File: src/hw/rtl/p256pd_mul.sv
// Word-serial 256x256 schoolbook multiplier on one 32x32 multiplier.
module p256pd_mul (
  input  logic                          clk_i,
  input  logic                          rst_ni,
  input  logic                          start_i,
  input  logic [7:0][31:0]              a_i,
  input  logic [7:0][31:0]              b_i,
  output logic [15:0][31:0]             c_o,
  output logic                          done_o
);

  logic        iss_q, pv_q, done_q;
  logic [2:0]  i_q, j_q, pi_q, pj_q;
  logic [63:0] prod_q;
  logic [31:0] carry_q;
  logic [15:0][31:0] c_q;
  logic [3:0]  idx;
  logic [31:0] cin;
  logic [63:0] t;

  assign idx = {1'b0, pi_q} + {1'b0, pj_q};
  assign cin = (pj_q == 3'd0) ? 32'd0 : carry_q;
  assign t   = prod_q + {32'd0, c_q[idx]} + {32'd0, cin};

  always_ff @(posedge clk_i or negedge rst_ni) begin
    if (!rst_ni) begin
      iss_q  <= 1'b0;
      pv_q   <= 1'b0;
      done_q <= 1'b0;
      i_q    <= '0;
      j_q    <= '0;
    end else begin
      done_q <= 1'b0;
      pv_q   <= iss_q;
      if (start_i) begin
        iss_q <= 1'b1;
        i_q   <= '0;
        j_q   <= '0;
      end else if (iss_q) begin
        j_q <= j_q + 3'd1;
        if (j_q == 3'd7) begin
          i_q <= i_q + 3'd1;
          if (i_q == 3'd7) begin
            iss_q <= 1'b0;
          end
        end
      end
      if (pv_q && pi_q == 3'd7 && pj_q == 3'd7) begin
        done_q <= 1'b1;
      end
    end
  end

  always_ff @(posedge clk_i) begin
    prod_q <= 64'(a_i[i_q]) * 64'(b_i[j_q]);
    pi_q   <= i_q;
    pj_q   <= j_q;
    if (start_i) begin
      c_q <= '0;
    end else if (pv_q) begin
      c_q[idx] <= t[31:0];
      carry_q  <= t[63:32];
      if (pj_q == 3'd7) begin
        c_q[{1'b0, pi_q} + 4'd8] <= t[63:32];
      end
    end
  end

  assign c_o    = c_q;
  assign done_o = done_q;

endmodule

File: config.mk
export PLATFORM = sky130hd
export DESIGN_NAME = p256pd_mul
export DESIGN_NICKNAME = d
export VERILOG_FILES = /design/src/hw/rtl/p256pd_mul.sv
export SDC_FILE = /design/constraint.sdc
export NUM_CORES = 2
export LEC_CHECK = 0
export ABC_CLOCK_PERIOD_IN_PS = 11900
export BUFFER_PORTS_ARGS = -buffer_cell sky130_fd_sc_hd__buf_2
export CORE_ASPECT_RATIO = 1.2
export CORE_MARGIN = 5
export CORE_UTILIZATION = 25
export DETAILED_ROUTE_END_ITERATION = 6
export HOLD_SLACK_MARGIN = 0.03
export SLEW_MARGIN = 20
export SYNTH_ARGS = -nofsm -noshare
export SYNTH_HDL_FRONTEND = slang
export SYNTH_SLANG_ARGS = --single-unit
File: constraint.sdc
create_clock -name clk_i -period 11.9 [get_ports clk_i]
set_clock_uncertainty 0.15 [all_clocks]
set_input_delay 2.38 -clock clk_i [delete_from_list [all_inputs] [get_ports clk_i]]
set_output_delay 2.38 -clock clk_i [all_outputs]
set_load 0.01 [all_outputs]
After elaboration in Yosys (flattened, before gate mapping)
Cells that the tools add are included.

$add $sub $neg: 6. $mul: 1. Reduce and logical (&&, ||, !) cells: 9. Magnitude comparators: 6. Muxes and demuxes: 24. Bitwise logic cells: 1. Equality and inequality tests: 4.

Operator list (count): $bwmux W512 (2); $mux W512 (1); $demux W32 S4 (2); $bmux W32 S3 (2); $mux W32 (6); $add A64 B32 Y64 (2); $bmux W32 S4 (1); $mul A32 B32 Y64 (1); $mux W3 (5); $eq A3 B3 Y1 const B (4); $lt A4 B5 Y1 const B (2); $ge A4 B1 Y1 const B (2); $lt A3 B4 Y1 const B (2); $add A3 B1 Y3 const B (2); $mux W1 (5); $add A3 B3 Y4 (1); $add A3 B4 Y4 const B (1); $logic_and A1 B1 Y1 (4); $reduce_and A2 Y1 (2); $reduce_bool A2 Y1 (2); $logic_not A3 Y1 (1); $not A1 Y1 (1).

Logic and storage cells: 76. Flip-flop bits (word level): 623.

Longest topological paths before layout
Depth in word-level cells: 8. Depth in mapped cells: 32. Depth with buffers taken out: 28.

Worst setup path after synthesis
OpenSTA, ideal clock, no wires.

Path type: input-to-reg. From: input port b_i[231] (netlist bit). To: register prod_q[56]. Data required time: 11.678 ns. Stages on the path: 27. Data arrival time: 9.960 ns. Path buffers: 1. Path slack: 1.718 ns. Cell sequence: mux4_2 mux2i_1 clkbuf_1 nor2_1 fa_1 fa_1 fa_1 inv_1 fa_1 inv_1 fa_1 inv_1 fa_1 inv_1 fa_1 fa_1 ha_1 nand2_1 nor2_1 nand3_1 o211ai_1 o2111ai_1 a311oi_1 nor2_1 o31a_1 o31ai_1 xor2_1.

Word-level cells in the longest chain between the ends: 3.

Ends and longest elaborated chain: start: declaration (RTL line 7) `input logic [7:0][31:0] b_i,`; $bmux W32 S3 (RTL line 55) `prod_q <= 64'(a_i[i_q]) * 64'(b_i[j_q]);`; $mux W32 (not written as such) (RTL line 55); $mul A32 B32 Y64 (RTL line 55); end signal: assignment (RTL line 55); end: declaration (RTL line 14) `logic [63:0] prod_q;`.

No other way between the ends. The select of a mux whose other input is x is not followed. A chain may end at the register's enable or synchronous reset.

Worst setup path after layout
From: input port b_i[194] (netlist bit). To: register prod_q[56].

Same word-level chain as after synthesis.

==> flow_metrics.env <==
export IMPL_status="finished with violations"
export IMPL_violations="DRC"
export IMPL_setup_ws_ps=1280
export IMPL_synth_warnings=0
export IMPL_ctsRootBufferMaster="clkbuf_16"
export IMPL_rows=206
export IMPL_yosysSeqAreaShare_pct=19.5
export IMPL_detail_route_antenna_nets=0
export IMPL_viasPerCell=5.17
export IMPL_place_ws_ps=559
export IMPL_seq_area_um2=12900
export IMPL_multi_input_area_um2=48100
export IMPL_postCtsHoldBufs=0
export IMPL_synth_top_family_by_area="adder cells"
export IMPL_cp_arrival_ps=11050
export IMPL_finalCriticalPeriod_ps=10620
export IMPL_gp_congestion=1.01
export IMPL_port_buffers=1027
export IMPL_yosysUniqueCellTypes=99
export IMPL_setup_violations=0
export IMPL_drt_pass1_iterations=7
export IMPL_filler_cell_count=27867
export IMPL_maxCapViolations=0
export IMPL_core_um2=262000
export IMPL_hold_violations=0
export IMPL_cts_resized=0
export IMPL_synth_ff_latch_count=623
export IMPL_hp_class="flip-flop to flip-flop"
export IMPL_worst_slew_pin_slew_ps=1200
export IMPL_fin_setup_tns_ps=0
export IMPL_synth_enable_flop_cells=32
export IMPL_grt_pass1_wl_um=472000
export IMPL_initial_utilization_pct=25.1
export IMPL_drive_gt1_share_pct=23.9
export IMPL_synthSimpleGateAreaFrac_pct=13.7
export IMPL_synth_mux_area_share_pct=12.0
export IMPL_synthCells=7012
export IMPL_die_area_um2=273000
export IMPL_routed_wl_um=342000
export IMPL_numCtsBuffers=67
export IMPL_synth_xor_area_share_pct=1.98
export IMPL_finalNetCount=9577
export IMPL_critPathKind="input port to flip-flop"
export IMPL_io_pins=1028
export IMPL_clock_insertion_delay_worst_skew_ps=680
export IMPL_cts_tree="yes"
export IMPL_fmax_mhz=94.2
export IMPL_maxSlewViolCount=0
export IMPL_synth_compound_area_share_pct=10.7
export IMPL_drc=1
export IMPL_synth_commonest_cells="964 x nor2_1, 930 x fa_1, 930 x inv_1"
export IMPL_cp_end_kind="flip-flop"
export IMPL_avgSynthCellArea_um2=9.38
export IMPL_netlist_area_leader_share_pct=28.3
export IMPL_grtUsageTotal_pct=24.3
export IMPL_area_growth_pct=18.4
export IMPL_ys_top_cells_by_area="fa_1 28%, dfxtp_1 18%, mux4_2 9.9%"
export IMPL_grt_pass1_vias=59397
export IMPL_clkTransAtPathRegs_ps=60
export IMPL_hpwlAfterDp_um=283000
export IMPL_die_w_um=478
export IMPL_synthesis_area_um2=65700
export IMPL_drtIter0Drc=6210
export IMPL_vias=58666
export IMPL_fin_crit_sh_pct=89.2
export IMPL_die_h_um=572
export IMPL_synth_net_count=8759
export IMPL_synth_top_cell_by_area="fa_1"
export IMPL_synth_ff_type="dfxtp_1"
export IMPL_htreeDepth=3
export IMPL_async_flop_share_pct=1.44
export IMPL_detail_route_wl_per_cell_um=30.2
export IMPL_cp_max_fo=14
export IMPL_yosys_area_share_adder_pct=34.1
export IMPL_start_kind="input port"
export IMPL_slew_limit_headroom_pct=19.8
export IMPL_cts_setup_buffers=0
export IMPL_required_ps=12330
export IMPL_synth_most_common_cell="nor2_1"
export IMPL_antenna_found_initial=57
export IMPL_clock_path_buffers=3
export IMPL_clock_sink_count=623
export IMPL_grt_max_degree=100
export IMPL_grt_setup_unrepaired="false"
export IMPL_overflow=0
-- critical path: stages --
cell and delay, ps:
buf_2 190, mux4_2 520, mux2i_4 570, nor2_1 160
fa_1 560, inv_1 50, fa_1 490, fa_1 440
fa_1 550, inv_1 60, fa_1 520, inv_1 60
fa_1 530, inv_1 50, fa_1 490, fa_1 410
ha_1 380, nand2_1 90, nor2_1 280, nand3_1 120
o211ai_1 410, o2111ai_1 310, a311oi_1 450, nor2_1 140
o31a_1 350, o31ai_1 300, xor2_1 170
-- metrics by stage --
| step | std cells | hold slack (ps) | area (um2) | utilization (%) |
|---|---|---|---|---|
| after global routing | 11341 | 335 | 77800 | 29.7 |
| after global placement | 11193 | 302 | 75500 | 28.8 |
| final | 11350 | 314 | 77900 | 29.7 |
| after floorplan | 7012 | 202 | 65700 | - |
| after detailed placement | 11193 | 308 | 75500 | 28.8 |
| after CTS | 11310 | 316 | 77700 | 29.7 |
-- final timing paths --
| check | cells past startpoint | start | slack, ps | end |
|---|---|---|---|---|
| max in group asynchronous | 1 | rst_ni | 9970 | j_q[0] |
| worst max-delay path | 27 | b_i[194] | 1280 | prod_q[56] |
| worst min register to register | 2 | flip-flop | 310 | flip-flop |
| worst min-delay path | 2 | flip-flop | 310 | flip-flop |
| worst max register to register | 28 | i_q[0] | 1780 | prod_q[56] |
| min in group asynchronous | 1 | rst_ni | 1420 | i_q[0] |
-- cell families after synthesis --
kind of cell / count (synthesis)
and+or+nand+nor: 2169
buffers and inverters: 1408
adders and majority gates: 1232
AOI/OAI and AO/OA: 1034
DFF: 623
muxes: 418
xor gates and xnor gates: 128
-- layer usage --
| metal | wire [um] | vias up | track usage, % | share of wire [%] |
|---|---|---|---|---|
| li1 | - | 24697 | - | - |
| met3 | 29800 | 828 | 5.06 | 8.7 |
| met1 | 116000 | 29576 | 26.7 | 34 |
| met5 | 105 | - | 0 | 0.031 |
| met2 | 167000 | 3549 | 41.9 | 49 |
| met4 | 29500 | 16 | 17.0 | 8.6 |
-- cells in the final DEF (no fill, tap or decap), drive strengths merged, types with 26 or more instances in the layout --
master	n
o21bai	31
nand2	868
a21oi	406
diode	40
o221a	30
mux2i	77
mux4	288
nor2b	65
dfxtp	582
mux2	53
nand4	26
a211oi	60
nand3	44
xnor2	82
nand2b	53
nor3	32
inv	936
edfxtp	32
fa	930
and2	43
ha	302
o221ai	26
o21ai	111
buf	1227
a21o	65
xor2	46
nor2	966
clkbuf	89
a2111oi	92
-- cell type report --
cell class	instances	share of cell area, %
Multi-Input combinational cell	4981	61.8
Clock buffer	89	2.39
Tap cell	3432	5.52
Sequential cell	623	16.5
Timing Repair Buffer	1227	8.69
Inverter	930	4.48
Clock inverter	28	0.440
Antenna cell	40	0.129
Power is left out: the tool's default activity adds up to more than one toggle a clock period on the data nets, which glitch-free logic cannot reach.
