`config.mk`:
```
export PLATFORM = sky130hd
export DESIGN_NAME = p256pd_opmem
export DESIGN_NICKNAME = d
export VERILOG_FILES = /design/src/hw/rtl/p256pd_pkg.sv /design/src/hw/rtl/p256pd_opmem.sv
export SDC_FILE = /design/constraint.sdc
export NUM_CORES = 2
export LEC_CHECK = 0
export ABC_AREA = 1
export BUFFER_PORTS_ARGS = -buffer_cell sky130_fd_sc_hd__buf_2
export CORE_MARGIN = 2
export CORE_UTILIZATION = 30
export CTS_CLUSTER_SIZE = 20
export DETAILED_ROUTE_END_ITERATION = 10
export PLACE_DENSITY = 0.53
export SLEW_MARGIN = 20
export SYNTH_ARGS = -nofsm -noshare
export SYNTH_HDL_FRONTEND = slang
export SYNTH_SLANG_ARGS = --single-unit
```
`constraint.sdc`:
```
create_clock -name clk_i -period 33.1 [get_ports clk_i]
set_input_delay 3.31 -clock clk_i [delete_from_list [all_inputs] [get_ports clk_i]]
set_output_delay 3.31 -clock clk_i [all_outputs]
set_load 0.05 [all_outputs]
```
`src/hw/rtl/p256pd_pkg.sv`:
```
// Package for the P-256 point decompression unit: types, constants, microcode table.
package p256pd_pkg;

  localparam int unsigned CoordBytes = 32;
  localparam int unsigned FeBits     = CoordBytes * 8;
  localparam int unsigned MemDepth   = 8;
  localparam int unsigned MemAw      = $clog2(MemDepth);
  localparam int unsigned PcW        = 5;
  localparam int unsigned RepW       = 7;

  localparam logic [FeBits-1:0] P256 =
    256'hFFFFFFFF_00000001_00000000_00000000_00000000_FFFFFFFF_FFFFFFFF_FFFFFFFF;
  localparam logic [FeBits-1:0] CURVE_A =
    256'hFFFFFFFF_00000001_00000000_00000000_00000000_FFFFFFFF_FFFFFFFF_FFFFFFFC;

  typedef struct packed {
    logic [63:0] x_w3;
    logic [63:0] x_w2;
    logic [63:0] x_w1;
    logic [63:0] x_w0;
  } in_t;

  typedef struct packed {
    logic [63:0] y_w3;
    logic [63:0] y_w2;
    logic [63:0] y_w1;
    logic [63:0] y_w0;
  } out_t;

  typedef enum logic [1:0] {
    CFG_B_W0 = 2'd0,
    CFG_B_W1 = 2'd1,
    CFG_B_W2 = 2'd2,
    CFG_B_W3 = 2'd3
  } cfg_idx_e;

  typedef enum logic [2:0] {
    OP_LDX  = 3'd0,
    OP_LDB  = 3'd1,
    OP_MUL  = 3'd2,
    OP_ADD  = 3'd3,
    OP_ADDA = 3'd4,
    OP_FIN  = 3'd5
  } op_e;

  typedef enum logic [MemAw-1:0] {
    E_X  = 3'd0,
    E_B  = 3'd1,
    E_D  = 3'd2,
    E_T1 = 3'd3,
    E_T2 = 3'd4
  } ent_e;

  typedef struct packed {
    op_e             op;
    ent_e            dst;
    ent_e            sa;
    ent_e            sb;
    logic [RepW-1:0] n;
  } step_t;

  typedef enum logic {
    RM_ADD = 1'b0,
    RM_RED = 1'b1
  } red_mode_e;

  typedef struct packed {
    logic      start;
    red_mode_e mode;
  } red_req_t;

  localparam logic [PcW-1:0] PcLast = 5'd21;

  function automatic step_t prog(logic [PcW-1:0] pc);
    step_t s;
    s = '{OP_FIN, E_T1, E_T1, E_T1, 7'd1};
    unique case (pc)
      5'd0:  s = '{OP_LDX,  E_X,  E_X,  E_X,  7'd1};
      5'd1:  s = '{OP_LDB,  E_B,  E_B,  E_B,  7'd1};
      5'd2:  s = '{OP_MUL,  E_D,  E_X,  E_X,  7'd1};
      5'd3:  s = '{OP_ADDA, E_D,  E_D,  E_D,  7'd1};
      5'd4:  s = '{OP_MUL,  E_D,  E_D,  E_X,  7'd1};
      5'd5:  s = '{OP_ADD,  E_D,  E_D,  E_B,  7'd1};
      5'd6:  s = '{OP_MUL,  E_T1, E_D,  E_D,  7'd1};
      5'd7:  s = '{OP_MUL,  E_T1, E_T1, E_D,  7'd1};
      5'd8:  s = '{OP_MUL,  E_T2, E_T1, E_T1, 7'd2};
      5'd9:  s = '{OP_MUL,  E_T2, E_T1, E_T2, 7'd1};
      5'd10: s = '{OP_MUL,  E_T1, E_T2, E_T2, 7'd4};
      5'd11: s = '{OP_MUL,  E_T1, E_T2, E_T1, 7'd1};
      5'd12: s = '{OP_MUL,  E_T2, E_T1, E_T1, 7'd8};
      5'd13: s = '{OP_MUL,  E_T2, E_T1, E_T2, 7'd1};
      5'd14: s = '{OP_MUL,  E_T1, E_T2, E_T2, 7'd16};
      5'd15: s = '{OP_MUL,  E_T1, E_T2, E_T1, 7'd1};
      5'd16: s = '{OP_MUL,  E_T1, E_T1, E_T1, 7'd32};
      5'd17: s = '{OP_MUL,  E_T1, E_T1, E_D,  7'd1};
      5'd18: s = '{OP_MUL,  E_T1, E_T1, E_T1, 7'd96};
      5'd19: s = '{OP_MUL,  E_T1, E_T1, E_D,  7'd1};
      5'd20: s = '{OP_MUL,  E_T1, E_T1, E_T1, 7'd94};
      default: s = '{OP_FIN, E_T1, E_T1, E_T1, 7'd1};
    endcase
    return s;
  endfunction

  // signed column sum of the special-form reduction for output word idx
  function automatic logic signed [39:0] red_word(logic [15:0][31:0] c, logic [2:0] idx);
    logic signed [39:0] v [16];
    logic signed [39:0] w;
    for (int n = 0; n < 16; n++) begin
      v[n] = $signed({8'd0, c[n]});
    end
    w = '0;
    unique case (idx)
      3'd0: w = v[0] + v[8] + v[9] - v[11] - v[12] - v[13] - v[14];
      3'd1: w = v[1] + v[9] + v[10] - v[12] - v[13] - v[14] - v[15];
      3'd2: w = v[2] + v[10] + v[11] - v[13] - v[14] - v[15];
      3'd3: w = v[3] + (v[11] <<< 1) + (v[12] <<< 1) + v[13] - v[15] - v[8] - v[9];
      3'd4: w = v[4] + (v[12] <<< 1) + (v[13] <<< 1) + v[14] - v[9] - v[10];
      3'd5: w = v[5] + (v[13] <<< 1) + (v[14] <<< 1) + v[15] - v[10] - v[11];
      3'd6: w = v[6] + (v[14] <<< 1) + v[14] + (v[15] <<< 1) + v[13] - v[8] - v[9];
      3'd7: w = v[7] + (v[15] <<< 1) + v[15] + v[8] - v[10] - v[11] - v[12] - v[13];
      default: w = '0;
    endcase
    return w;
  endfunction

endpackage

```
`src/hw/rtl/p256pd_opmem.sv`:
```
// Operand memory: 256-bit entries, one write port, two registered read ports.
module p256pd_opmem (
  input  logic                              clk_i,
  input  logic                              we_i,
  input  p256pd_pkg::ent_e                  waddr_i,
  input  logic [p256pd_pkg::FeBits-1:0]     wdata_i,
  input  logic                              re_i,
  input  p256pd_pkg::ent_e                  raddr_a_i,
  input  p256pd_pkg::ent_e                  raddr_b_i,
  output logic [p256pd_pkg::FeBits-1:0]     rdata_a_o,
  output logic [p256pd_pkg::FeBits-1:0]     rdata_b_o
);

  logic [p256pd_pkg::FeBits-1:0] mem_q [p256pd_pkg::MemDepth];

  always_ff @(posedge clk_i) begin
    if (we_i) begin
      mem_q[waddr_i] <= wdata_i;
    end
  end

  always_ff @(posedge clk_i) begin
    if (re_i) begin
      rdata_a_o <= mem_q[raddr_a_i];
      rdata_b_o <= mem_q[raddr_b_i];
    end
  end

endmodule

```
# Yosys cells after proc, flatten, opt, wreduce, memory -nomap -nowiden
# Memory sizes are Yosys's and may differ from the RTL's. A register that Yosys moved wholly into a read port is not among the register bits.
# Cells that the tools add are included.
dict set report totals {
  register_bits 0
  latchBits 0
  ram_bits 2048
  romBits 0
  input_bits 268
  output_inout_bits 512
  elab_cells 3
  memories 1
}
# name words width rd rd_ports_with_merged_regs write_ports line_no
set mem_list {}
lappend mem_list {mem_q 8 256 2 2 1 p256pd_opmem.sv:14} ;# logic [p256pd_pkg::FeBits-1:0] mem_q [p256pd_pkg::MemDepth];
dict set report op_classes {
  addsub 0
  multipliers 0
  div 0
  order_cmp 0
  eq_ne 0
  shift 0
  n_mux 2
  bitwise 0
  reduce_logical 0
}
# op n
set ops {}
lappend ops {{$mux W1} 2}

# Depth between registers and ports, before layout
dict set report depth {
  depth_word 2
  ltp_mapped 10
  depth_no_buf 6
}

# Worst setup path after synthesis
# OpenSTA, ideal clock, no wires.
dict set report synth_path {
  kind {input to register}
  start {input waddr_i[2]}
  end {memory mem_q[0][0] (netlist name) (enable)}
  setup_ps 880
  t_arrival_ps 14090
  t_required_ps 32220
  path_slack_ps 18130
  path_stages 3
  path_buffers 0
  path_cell_list {inv_1 nand2_1 nor2_1}
}
# element line_no
set synth_lines {}
lappend synth_lines {{from (decl)} p256pd_opmem.sv:5} ;# input p256pd_pkg::ent_e waddr_i,
lappend synth_lines {{to (decl)} p256pd_opmem.sv:14}
# Straight into the memory's write port.

==> impl_metrics.yaml <==
status:
  status: "completed"
floorplanning:
  coreArea_mm2: 0.4105
  die_area_mm2: 0.4180
  die_w_um: 646.5
  start_util: 0.3017
  die_h_um: 646.5
  ios: 780
  rows: 235
cts:
  cts_htree_levels: 5
  clock_tree.root_cell: "clkbuf_16"
  ctsResizeCount: 0
  worstSkewPairLatency_ps: 930
  post-cts-setup-buffer-count: 0
  clk_pin_slew_ps: 60
  clock_sinks: 2560
  cts_tree: "yes"
  ctsLongestPathBuffers: 4
  hold_buffers: 0
  cts_inserted_buffers: 305
critical_path:
  cpMaxStageDelayCell: "buf_4"
  r2r_end: "rdata_a_o[88]"
  worstPathCellList: "buf_8 -> inv_8 -> buf_4 -> buf_4 -> buf_4 -> buf_4 -> nand2_1 -> nand3_1 -> nand2_1 -> nand2_1 -> nand2_1"
  crit_type: "in2reg"
  worstRegToRegCells: 6
  critPathMaxFanout: 157
  reg2reg_from: "mem_q[0][88]"
  cp.arrival_ps: 8240
  cp-start-kind: "input port"
  worst_setup_path_end_kind: "register"
  slowest_delay_ps: 850
  critPathRequiredTime_ps: 33750
  regToRegSetupSlack_ps: 31800
yosys:
  ys_types: 11
  synthCells: 14129
  synthArstFlopShare: 0
  ys_seq_area_frac: 0.6207
  netlist_area_mm2: 0.1238
  netlist.area_leader.share: 0.6207
  synth.net_count: 14397
  synth_most_common_cell: "nand2_1"
  synth.area.top_cells: "edfxtp_1 (62%), nand2_1 (20%), nand3_1 (8.3%)"
  syn_avg_cell_area_um2: 8.765
  ys_seq_elements: 2560
  synth_commonest_cells: "nand2_1 (6662), edfxtp_1 (2560), inv_1 (2053)"
  synth_edf_count: 2560
  synthFlopType: "edfxtp_1"
  yosysTopAreaCell: "edfxtp_1"
  yosys_warnings: 0
power:
  p_switching_mw: 2.159
  p_leak_nw: 65.31
  peakVddDrop_mv: 0.04280
  pwr-share-seq: 0.473
  power.internal_mw: 5.821
  pwr-share-comb: 0.113
  finalPower_mw: 7.980
  p_sw_frac: 0.2706
  clockPowerShare: 0.413
  p_per_area_mw_per_mm2: 56.20
timing:
  setup_viol_count_final: 0
  hold_violations: 0
  finalMaxSlewViolations: 0
  fin_skew_ps: 41.76
  fin_tns_setup_ps: 0
  timing.final.crit_share: 0.2294
  rsz0062_at_grt: "no"
  maxSlewHeadroom: 0.1671
  worst_pin_slew_ps: 1249
  min_period_ps: 7594
  fmax_mhz: 131.7
routing:
  drt-initial-drc-count: 8421
  drtAntennaViolNets: 0
  dr.pass1.iters: 7
  drc: 0
  drt-total-wl_mm: 406.4
  vias_per_cell: 4.701
  vias: 95563
  routedWlPerCell_um: 19.99
global_routing:
  grt_pass1_vias: 91479
  grt_max_degree: 169
  grtUsageTotal: 0.1882
  grt_pass1_wl_mm: 596.3
  antenna_found_initial: 104
  overflow: 0
place:
  io_buffers: 779
  place_hpwl_mm: 224.7
  placed_cell_area_mm2: 0.1322
  finalWeightedCongestion: 0.7918
cells_and_area:
  syn2layout_area_growth_pct: 14.67
  drive_above_1_share: 0.09239
  nets: 14847
  nFillCells: 41885
  finalInstanceArea_mm2: 0.1420
worst_hold_path:
  min_from: "mem_q[0][155]"
  hold_end: "rdata_b_o[155]"
  worstHoldPathCells: 6
  hold_class: "reg2reg"
job:
  max_cap_violations: 0
-- placed cells by master, fill, tap and decap left out, types with 58 or more instances in the layout --
| cell type | Yosys | routed |
|---|---|---|
| nand2_1 | 6662 | 6662 |
| edfxtp_1 | 2560 | 2560 |
| inv_1 | 2053 | 2051 |
| nand3_1 | 2048 | 2048 |
| buf_2 | 428 | 772 |
| clkbuf_16 | 0 | 308 |
| buf_4 | 87 | 138 |
| clkinv_1 | 0 | 69 |
| diode_2 | 0 | 59 |
| clkbuf_1 | 240 | 58 |
-- logic make-up after synthesis --
| logic type | Yosys count | share of synthesized area |
|---|---|---|
| flip-flops | 2560 | 0.6207 |
| buffers and inverters | 2851 | 0.09434 |
| AND/OR/NAND/NOR | 8718 | 0.2849 |
-- layer usage --
| layer | global-route usage | wire [um] |
|---|---|---|
| met1 | 0.2412 | 169300 |
| met2 | 0.3156 | 193500 |
| met3 | 0.02759 | 25620 |
| met4 | 0.08207 | 17650 |
| met5 | 0 | 248 |
-- power groups by stage --
stage / combinational [mW] / sequential (mW) / clock, mW
after floorplan: 0.423 / 4.02 / 0
after global placement: 0.907 / 3.84 / 0
after detailed placement: 0.908 / 3.84 / 0
after CTS: 0.911 / 3.78 / 3.38
after global routing: 0.989 / 3.78 / 3.50
final: 0.906 / 3.78 / 3.30
-- area by class of cell --
cell class                 count  area, um^2  share of cell area
tap                         5451        6820             0.04803
sequential                  2560       76870              0.5413
clock buffer                 366        7925             0.05581
inverter                    2057        7766             0.05469
multi-input combinational   8718       35350              0.2489
timing repair buffer         937        5388             0.03794
clock inverter               179        1744             0.01228
antenna                       59       147.6            0.001040
-- state kept, by name, indices dropped and copies added (netlist names) --
| signal | flops |
|---|---|
| mem_q | 2048 |
| rdata_a_o | 256 |
| rdata_b_o | 256 |
-- critical path, delay by kind of cell --
kind	cells	cell delay [ps]
simple gates	5	400
buf+inv	6	4120
-- worst max-delay path by stage --
stage                  from              to  cells past startpoint
5_1_grt        raddr_a_i[0]  rdata_a_o[221]                     11
3_3_place_gp   raddr_a_i[0]  rdata_a_o[212]                     11
2_1_floorplan    waddr_i[2]     mem_q[0][0]                      3
4_1_cts        raddr_a_i[0]   rdata_a_o[63]                     11
6_report       raddr_a_i[0]  rdata_a_o[212]                     11
3_5_place_dp   raddr_a_i[0]   rdata_a_o[55]                     11
-- per-stage QoR --
step                      hold WS [ps]  setup slack, ps  utilization  std cells
after floorplan                  667.7            18130            -      14129
after global placement           692.2            24780       0.3220      19723
after detailed placement         698.0            24770       0.3220      19723
after CTS                        687.6            25790       0.3456      20268
after global routing             737.7            25310       0.3459      20307
final                            686.4            25510       0.3460      20327
No activity file was read; power rests on OpenSTA's default activity.
